[config.mk]
export PLATFORM = sky130hd
export DESIGN_NAME = sct_cmp
export DESIGN_NICKNAME = d
export VERILOG_FILES = /design/src/sv/sct_pkg.sv /design/src/sv/sct_cmp.sv
export SDC_FILE = /design/constraint.sdc
export NUM_CORES = 1
export LEC_CHECK = 0
export BUFFER_PORTS_ARGS = -buffer_cell sky130_fd_sc_hd__buf_2
export CAP_MARGIN = 20
export CORE_ASPECT_RATIO = 1.4
export CORE_MARGIN = 2
export CORE_UTILIZATION = 33
export DETAILED_ROUTE_END_ITERATION = 6
export GPL_TIMING_DRIVEN = 0
export PLACE_DENSITY = 0.65
export SLEW_MARGIN = 10
export SYNTH_ARGS = -nofsm -noshare
export SYNTH_HDL_FRONTEND = slang
export SYNTH_SLANG_ARGS = --single-unit
export TNS_END_PERCENT = 20
[constraint.sdc]
create_clock -name vclk -period 2.5
set_input_delay 0 -clock vclk [all_inputs]
set_output_delay 0 -clock vclk [all_outputs]
set_load 0.02 [all_outputs]
[src/sv/sct_pkg.sv]
// Shared types, codes and defaults for the sorted coordinate table.
package sct_pkg;

  localparam int ENTRIES_DEF    = 256;
  localparam int VALUE_BITS_DEF = 8;
  localparam int KEY_BITS       = 32;

  localparam logic [1:0] KIND_INSERT = 2'd0;
  localparam logic [1:0] KIND_REMOVE = 2'd1;

  localparam logic [1:0] STAT_DONE = 2'd0;
  localparam logic [1:0] STAT_DUP  = 2'd1;
  localparam logic [1:0] STAT_FULL = 2'd2;
  localparam logic [1:0] STAT_MISS = 2'd3;

  typedef struct packed {
    logic signed [KEY_BITS-1:0] x;
    logic signed [KEY_BITS-1:0] y;
    logic signed [KEY_BITS-1:0] z;
  } sct_key_t;

  typedef struct packed {
    logic lt;
    logic eq;
  } sct_cmp_t;

endpackage

[src/sv/sct_cmp.sv]
// Signed x, y, z ordering compare of a stored record against the search key.
module sct_cmp import sct_pkg::*; (
  input  sct_key_t rec,
  input  sct_key_t key,
  output sct_cmp_t res
);

  logic x_lt, y_lt, z_lt, x_eq, y_eq, z_eq;

  always_comb begin
    x_lt = $signed(rec.x) < $signed(key.x);
    y_lt = $signed(rec.y) < $signed(key.y);
    z_lt = $signed(rec.z) < $signed(key.z);
    x_eq = rec.x == key.x;
    y_eq = rec.y == key.y;
    z_eq = rec.z == key.z;
    res.lt = x_lt || (x_eq && y_lt) || (x_eq && y_eq && z_lt);
    res.eq = x_eq && y_eq && z_eq;
  end

endmodule

==> run metrics <==
Final ANT Viol Nets 0; final net count 819; initial DRC count 34; most frequent cells in the layout 194 x buf_2, 97 x inv_1, 96 x ha_1; mux share of post-synthesis cell area 0.0123; Yosys top cell area share 0.491; Adder-Cell Fraction of Synth Area 0.491; Detailed Routing Iterations Pass 1 4; first-pass GRT wire length 11900 um; VDD IR max 0.0525 mV; Final HPWL DP 6910 um; number of diodes 0; Highest Clock Rate 437 MHz; static leakage 2.37 nW; footprint of the multi-input gates 0.00208 sq mm; placed cell area 0.00354 sq mm; CTS Hold Bufs 0; synth top area cells ha_1 49%, inv_1 15%, a21oi_1 6.3%; GP Congestion 0.840; compound-cell area share of the yosys netlist 0.189; largest net degree at the start of global routing 5; Slew Limit Headroom 0.732; Mapped Cells 335; Critical Path Start Type input pin; Area Growth Syn to Fin 44.6%; drt drc 0; share of cells above drive strength 1 0.372; Die Y-Extent 106 um; Sequential cell area 0 sq um; antenna violations before repair 0; setup_tns 0 ns; total power 0.492 mW; Simple-Gate Fraction of Synth Area 0.159; Layout fillers 742; global-route usage over all layers 0.170; final instance area 0.00354 sq mm; Final Hold Fails 0; CTS resizes 0; slew at the pin closest to its max-slew limit 0.399 ns; fin crit share 0.916; Net Count, Synth 623; vias per cell 4.70; crit path capture type output port; Synth cell types 33; post-CTS setup buffer count 0; Core Region 0.00727 sq mm; clkbuf count 0; Req. time, crit path 2.50 ns; via count 2940; Synth area leader ha_1; Arr. time, crit path 2.29 ns; Crit Path Category in2out; commonest non-fill, non-tap cell in the layout buf_2; die area 0.00813 sq mm; Rows 37; post-synthesis cell area 0.00245 sq mm; post-DR wirelength/cell 11.5 um; Seq/Total Area, Yosys 0; Die W 76.8 um; seq_cells 0; most crowded layer after global routing met2; RSZ-0062 raised after global routing false; Buffers on Ports 194; total wire length 7190 um; Util after Layout 0.487; status finished clean; CP Max Fanout 3; met2 Resource Use GR 0.362; total grt overflow 0; Hold Crit Class in2out; P per Cell Area 139 mW/mm^2; Ports 194; Syn. warnings 0; XOR/XNOR Fraction of Synth Area 0; M3 GR Usage 0.0204; fin crit period 2.29 ns; Avg Cell Area, Syn 7.31 sq um; number of global-route vias before repair 2998; max-cap viol count 0; GR Util met1 0.178; largest family of logic cells by synthesized area adder cells; Final setup violation count 0; Slew Viols, Final 0; Starting Density 0.337
## where the power goes
| part | total (mW) | internal [mW] | switching (mW) |
|---|---|---|---|
| Combinational | 0.492 | 0.265 | 0.227 |
| Clock | 0 | 0 | 0 |
| Sequential | 0 | 0 | 0 |
## stage by stage
stage,instances,setup slack [ns],hold WS [ns]
floorplan,335,0.588,0.527
global placement,626,0.230,0.713
detailed placement,626,0.174,0.700
CTS,626,0.168,0.715
global route,626,0.0890,0.770
finish,626,0.211,0.704
## kinds of logic (layout without fill, tap and decap cells)
kind of cell             count (synthesis)  in the layout
AO/OA/AOI/OAI                           71             71
adder cells (fa/ha/maj)                 96             96
buffers and inverters                   97            291
multiplexers                             3              3
AND/OR/NAND/NOR                         68             68
## layout make-up
cell class	count	share of cell area
inverter	97	0.103
multi-input combinational	238	0.589
tap	97	0.0343
timing repair buffer	194	0.274
## worst paths after layout
kind,slack [ns],endpoint,from,depth (start not counted)
worst min-delay path,0.70,res[0],key[0],5
worst max-delay path,0.21,res[1],key[54],11
## synth_stat cells, types with 2 or more instances
master / count
nor4_1: 2
a211oi_1: 3
o211ai_1: 4
and4_1: 4
a221o_1: 2
nand4_1: 20
nor3_1: 4
ha_1: 96
a21oi_1: 31
inv_1: 97
a221oi_1: 2
nor2_1: 5
mux2i_1: 3
o21ai_0: 5
nor2b_1: 5
a21o_1: 16
nand3_1: 10
nand2_1: 11
## critical path: stages
cell      delay, ns
buf_2          0.07
inv_1          0.05
ha_1           0.31
and4_4         0.24
nand4_1        0.11
or4_1          0.53
a31oi_1        0.24
a211oi_2       0.08
mux2i_1        0.13
a221o_1        0.36
buf_2          0.17
## layer usage
layer | share of wire | routed length, um
met1 | 0.38 | 2760
met2 | 0.54 | 3870
met3 | 0.067 | 482
met4 | 0.011 | 80
met5 | 0 | 0
Power figures use the tool's default switching activity.
