`src/sv/sct_ram.sv`:
```
// Generic single-write, single-read RAM with registered read data.
module sct_ram #(
  parameter int WIDTH = 8,
  parameter int DEPTH = 256
) (
  input  logic                     clk,
  input  logic                     we,
  input  logic [$clog2(DEPTH)-1:0] waddr,
  input  logic [WIDTH-1:0]         wdata,
  input  logic [$clog2(DEPTH)-1:0] raddr,
  output logic [WIDTH-1:0]         rdata
);

  logic [WIDTH-1:0] mem [DEPTH];

  always_ff @(posedge clk) begin
    if (we) begin
      mem[waddr] <= wdata;
    end
    rdata <= mem[raddr];
  end

endmodule

```
`config.mk`:
```
export PLATFORM = sky130hd
export DESIGN_NAME = sct_ram
export DESIGN_NICKNAME = d
export VERILOG_FILES = /design/src/sv/sct_ram.sv
export SDC_FILE = /design/constraint.sdc
export NUM_CORES = 2
export LEC_CHECK = 0
export BUFFER_PORTS_ARGS = -buffer_cell sky130_fd_sc_hd__clkbuf_2
export CELL_PAD_IN_SITES_DETAIL_PLACEMENT = 1
export CELL_PAD_IN_SITES_GLOBAL_PLACEMENT = 1
export CORE_ASPECT_RATIO = 0.7
export CORE_MARGIN = 2
export CORE_UTILIZATION = 38
export DETAILED_ROUTE_END_ITERATION = 8
export HOLD_SLACK_MARGIN = 0.02
export MAX_ROUTING_LAYER = met4
export PLACE_DENSITY = 0.64
export SLEW_MARGIN = 40
export SYNTH_ARGS = -nofsm -noshare
export SYNTH_HDL_FRONTEND = slang
export SYNTH_SLANG_ARGS = --single-unit
```
`constraint.sdc`:
```
create_clock -name clk -period 2.6 [get_ports clk]
set_input_delay 0.13 -clock clk [delete_from_list [all_inputs] [get_ports clk]]
set_output_delay 0.13 -clock clk [all_outputs]
set_load 0.02 [all_outputs]
```
==> flow_summary.json <==
{
  "synth-main-ff-cell": "edfxtp_1",
  "synthCells": 3733,
  "die_y_um": 387,
  "async_reset_ff_share_pct": 0,
  "multi_input_area_mm2": 0.0166,
  "seq_area_mm2": 0.0617,
  "hpwl_mm": 147,
  "avgSynthCellArea_um2": 21.3,
  "slew_violations": 0,
  "period_share_pct": 98.1,
  "grt_max_degree": 100,
  "synth_edf_count": 2048,
  "port_buffers": 33,
  "syn2layout_area_growth_pct": 17.7,
  "hold_class": "input port to register",
  "hold_viol": 0,
  "ant_nets": 0,
  "skew_ps": 81.8,
  "cp_data_required_time_ps": 3340,
  "path_class": "register to register",
  "postPlaceCellArea_mm2": 0.0875,
  "met3_length_mm": 23.8,
  "wl_met1_mm": 99.0,
  "start_kind": "register",
  "routed-wl-met2_mm": 97.3,
  "drcViolationCount": 0,
  "grt_pass1_vias": 42400,
  "fp.dieW_um": 551,
  "synth_area_mm2": 0.0796,
  "cts_max_level": 4,
  "cts_sinks": 2056,
  "p_leak_nw": 29.9,
  "ys_types": 55,
  "ios": 34,
  "initialDrtViolationCount": 4980,
  "core_mm2": 0.208,
  "drive_above_1_share_pct": 31.1,
  "power_density_mw_per_mm2": 726,
  "end_kind": "register",
  "yosysWarnings": 0,
  "syn_nets": 3759,
  "clk_pin_slew_ps": 60,
  "initial_core_util_pct": 38.2,
  "grt_use_total_pct": 21.7,
  "place_ws_ps": -741,
  "cts_buffers": 196,
  "clk_path_buf_depth": 4,
  "ys_seq_area_share_pct": 77.5,
  "avgViaCountPerCell": 5.69,
  "worstMarginPinSlew_ps": 827,
  "firstDrtPassIters": 6,
  "clk_latency_ps": 850,
  "cts_tree": "yes",
  "highest_layer": "met4",
  "num_rows": 140,
  "max_freq_mhz": 392,
  "crit_arrival_ps": 3290,
  "via_count": 41500,
  "wl_mm": 225,
  "routedWlPerCell_um": 30.9,
  "fp.dieArea_mm2": 0.213,
  "finalSetupViolCount": 0,
  "fin_nets": 4386,
  "ys_ff_latch": 2056,
  "cap_violations": 0,
  "grt.overflow.total": 0,
  "peakVddDrop_v": 0.000608,
  "status": "finished, final reports clean",
  "path_max_fanout": 1,
  "design_area_mm2": 0.0936,
  "finalCriticalPeriod_ps": 2550,
  "rsz0062_at_grt": "false",
  "hold_ws_ps": 90.8,
  "antenna_found_initial": 18,
  "root_buffer": "clkbuf_16",
  "grt_pass1_wl_mm": 321,
  "fillers": 19300,
  "gp_congestion": 0.835,
  "layout_setup_ws_ps": 49.3,
  "relSlewSlack_pct": 44.8
}
==> cell type report <==
cell class / count / area share (%)
Sequential cell: 2056 / 65.8
Multi-Input combinational cell: 1442 / 17.7
Timing Repair Buffer: 662 / 6.36
Clock buffer: 234 / 5.41
Tap cell: 2769 / 3.70
Clock inverter: 106 / 0.955
Antenna cell: 14 / 0.0374
Inverter: 2 / 0.00802
==> where the power goes <==
part,switching (W),leakage [nW],internal (W)
combinational,0.00243,8.50,0.00150
sequential,0.0000815,18.5,0.0365
clock,0.0122,2.93,0.0152
total,0.0148,29.9,0.0533
==> Yosys cell counts, types with 2 or more instances <==
cell	number	area, um2
o22ai_1	28	175
nand2b_1	8	50.1
edfxtp_1	2048	61500
nand3b_1	2	15.0
dfxtp_1	8	160
nand3_1	34	170
nor3_1	22	110
nor4_1	24	150
mux4_1	2	52.6
o21ai_0	10	50.1
mux4_2	454	10200
a211oi_1	16	120
a2111oi_0	2	17.5
nor2b_1	31	194
a221oi_1	13	114
o22a_1	5	43.8
a22o_1	8	70.1
or2_2	4	25.0
o21ai_1	2	10.0
o221ai_1	46	403
clkbuf_1	111	417
a31oi_1	2	12.5
and2_1	6	37.5
a22oi_1	133	998
a21oi_1	96	480
and3b_1	2	17.5
a2111oi_1	2	20.0
buf_8	13	195
o211ai_1	10	75.1
buf_6	21	236
nand4_1	10	62.6
mux2i_1	134	1340
nor2_1	282	1060
nand2_1	33	124
buf_1	22	82.6
buf_2	31	155
buf_4	27	203
nor4_2	3	37.5
a311oi_1	2	17.5
buf_12	8	160
o32ai_1	4	35.0
==> worst paths after layout <==
path | cells past startpoint | from | to | slack (ps)
max reg2reg | 8 | mem[83][3]$_DFFE_PP_ | rdata[3]$_DFF_P_ | 50
min reg2reg | 7 | mem[32][5]$_DFFE_PP_ | rdata[5]$_DFF_P_ | 1100
max | 8 | mem[83][3]$_DFFE_PP_ | rdata[3]$_DFF_P_ | 50
min | 4 | waddr[2] | mem[222][7]$_DFFE_PP_ | 90
==> repair_timing <==
action	4_1_cts	5_1_grt
gates resized for setup	3	1
hold endpoints to repair	680	0
buffers inserted	0	0
hold buffers	8	0
setup endpoints to repair	3	1
==> layer usage <==
layer | vias up | GRT usage [%]
li1 | 17000 | -
met1 | 22300 | 31.9
met2 | 1982 | 29.6
met3 | 288 | 5.96
met4 | 0 | 5.29
met5 | - | -
==> through the flow <==
stage,utilization (%),instances,power (W),TNS [ps]
floorplan,-,3733,0.0391,0
global placement,42.0,6922,0.0412,-3950
detailed placement,42.1,6922,0.0412,-3560
CTS,45.0,7270,0.0685,0
global route,45.0,7281,0.0698,0
finish,45.0,7285,0.0680,0
==> flip-flops by register name, indices dropped and copies added, names as in the netlist <==
name   cells
mem     2048
rdata      8
==> worst max-delay path, stage by stage (launching register included) <==
cell and delay [ps]:
edfxtp_1 390, mux4_2 540, a22o_1 260, a221oi_1 290
buf_4 230, o32ai_1 90, nor3_1 310, buf_4 240
nor4_1 80
==> cell families (layout without fill, tap and decap cells) <==
group | count (synthesis) | after routing | synth area share (%)
flops | 2056 | 2056 | 77.5
other cells | 0 | 14 | 0
compound gates | 385 | 385 | 3.42
mux | 591 | 591 | 14.6
buf+inv | 235 | 1004 | 1.83
simple gates | 466 | 466 | 2.63
==> cells in the final DEF, fill, tap and decap left out, types with 9 or more instances in the layout <==
master	count
mux2i_1	134
nor4_1	19
clkbuf_16	197
nor2b_1	28
nor3_1	22
buf_12	74
nand4_1	10
o221ai_1	46
clkbuf_2	21
nand2_1	33
o21ai_0	10
nand3_1	28
mux4_2	454
a22oi_1	133
buf_4	548
a221oi_1	13
o22ai_1	28
clkbuf_1	37
diode_2	14
clkinv_2	36
a21oi_1	96
buf_8	9
o211ai_1	10
a211oi_1	15
bufinv_16	14
clkinv_1	47
nor2_1	276
edfxtp_1	2048
Power figures use the tool's default switching activity.
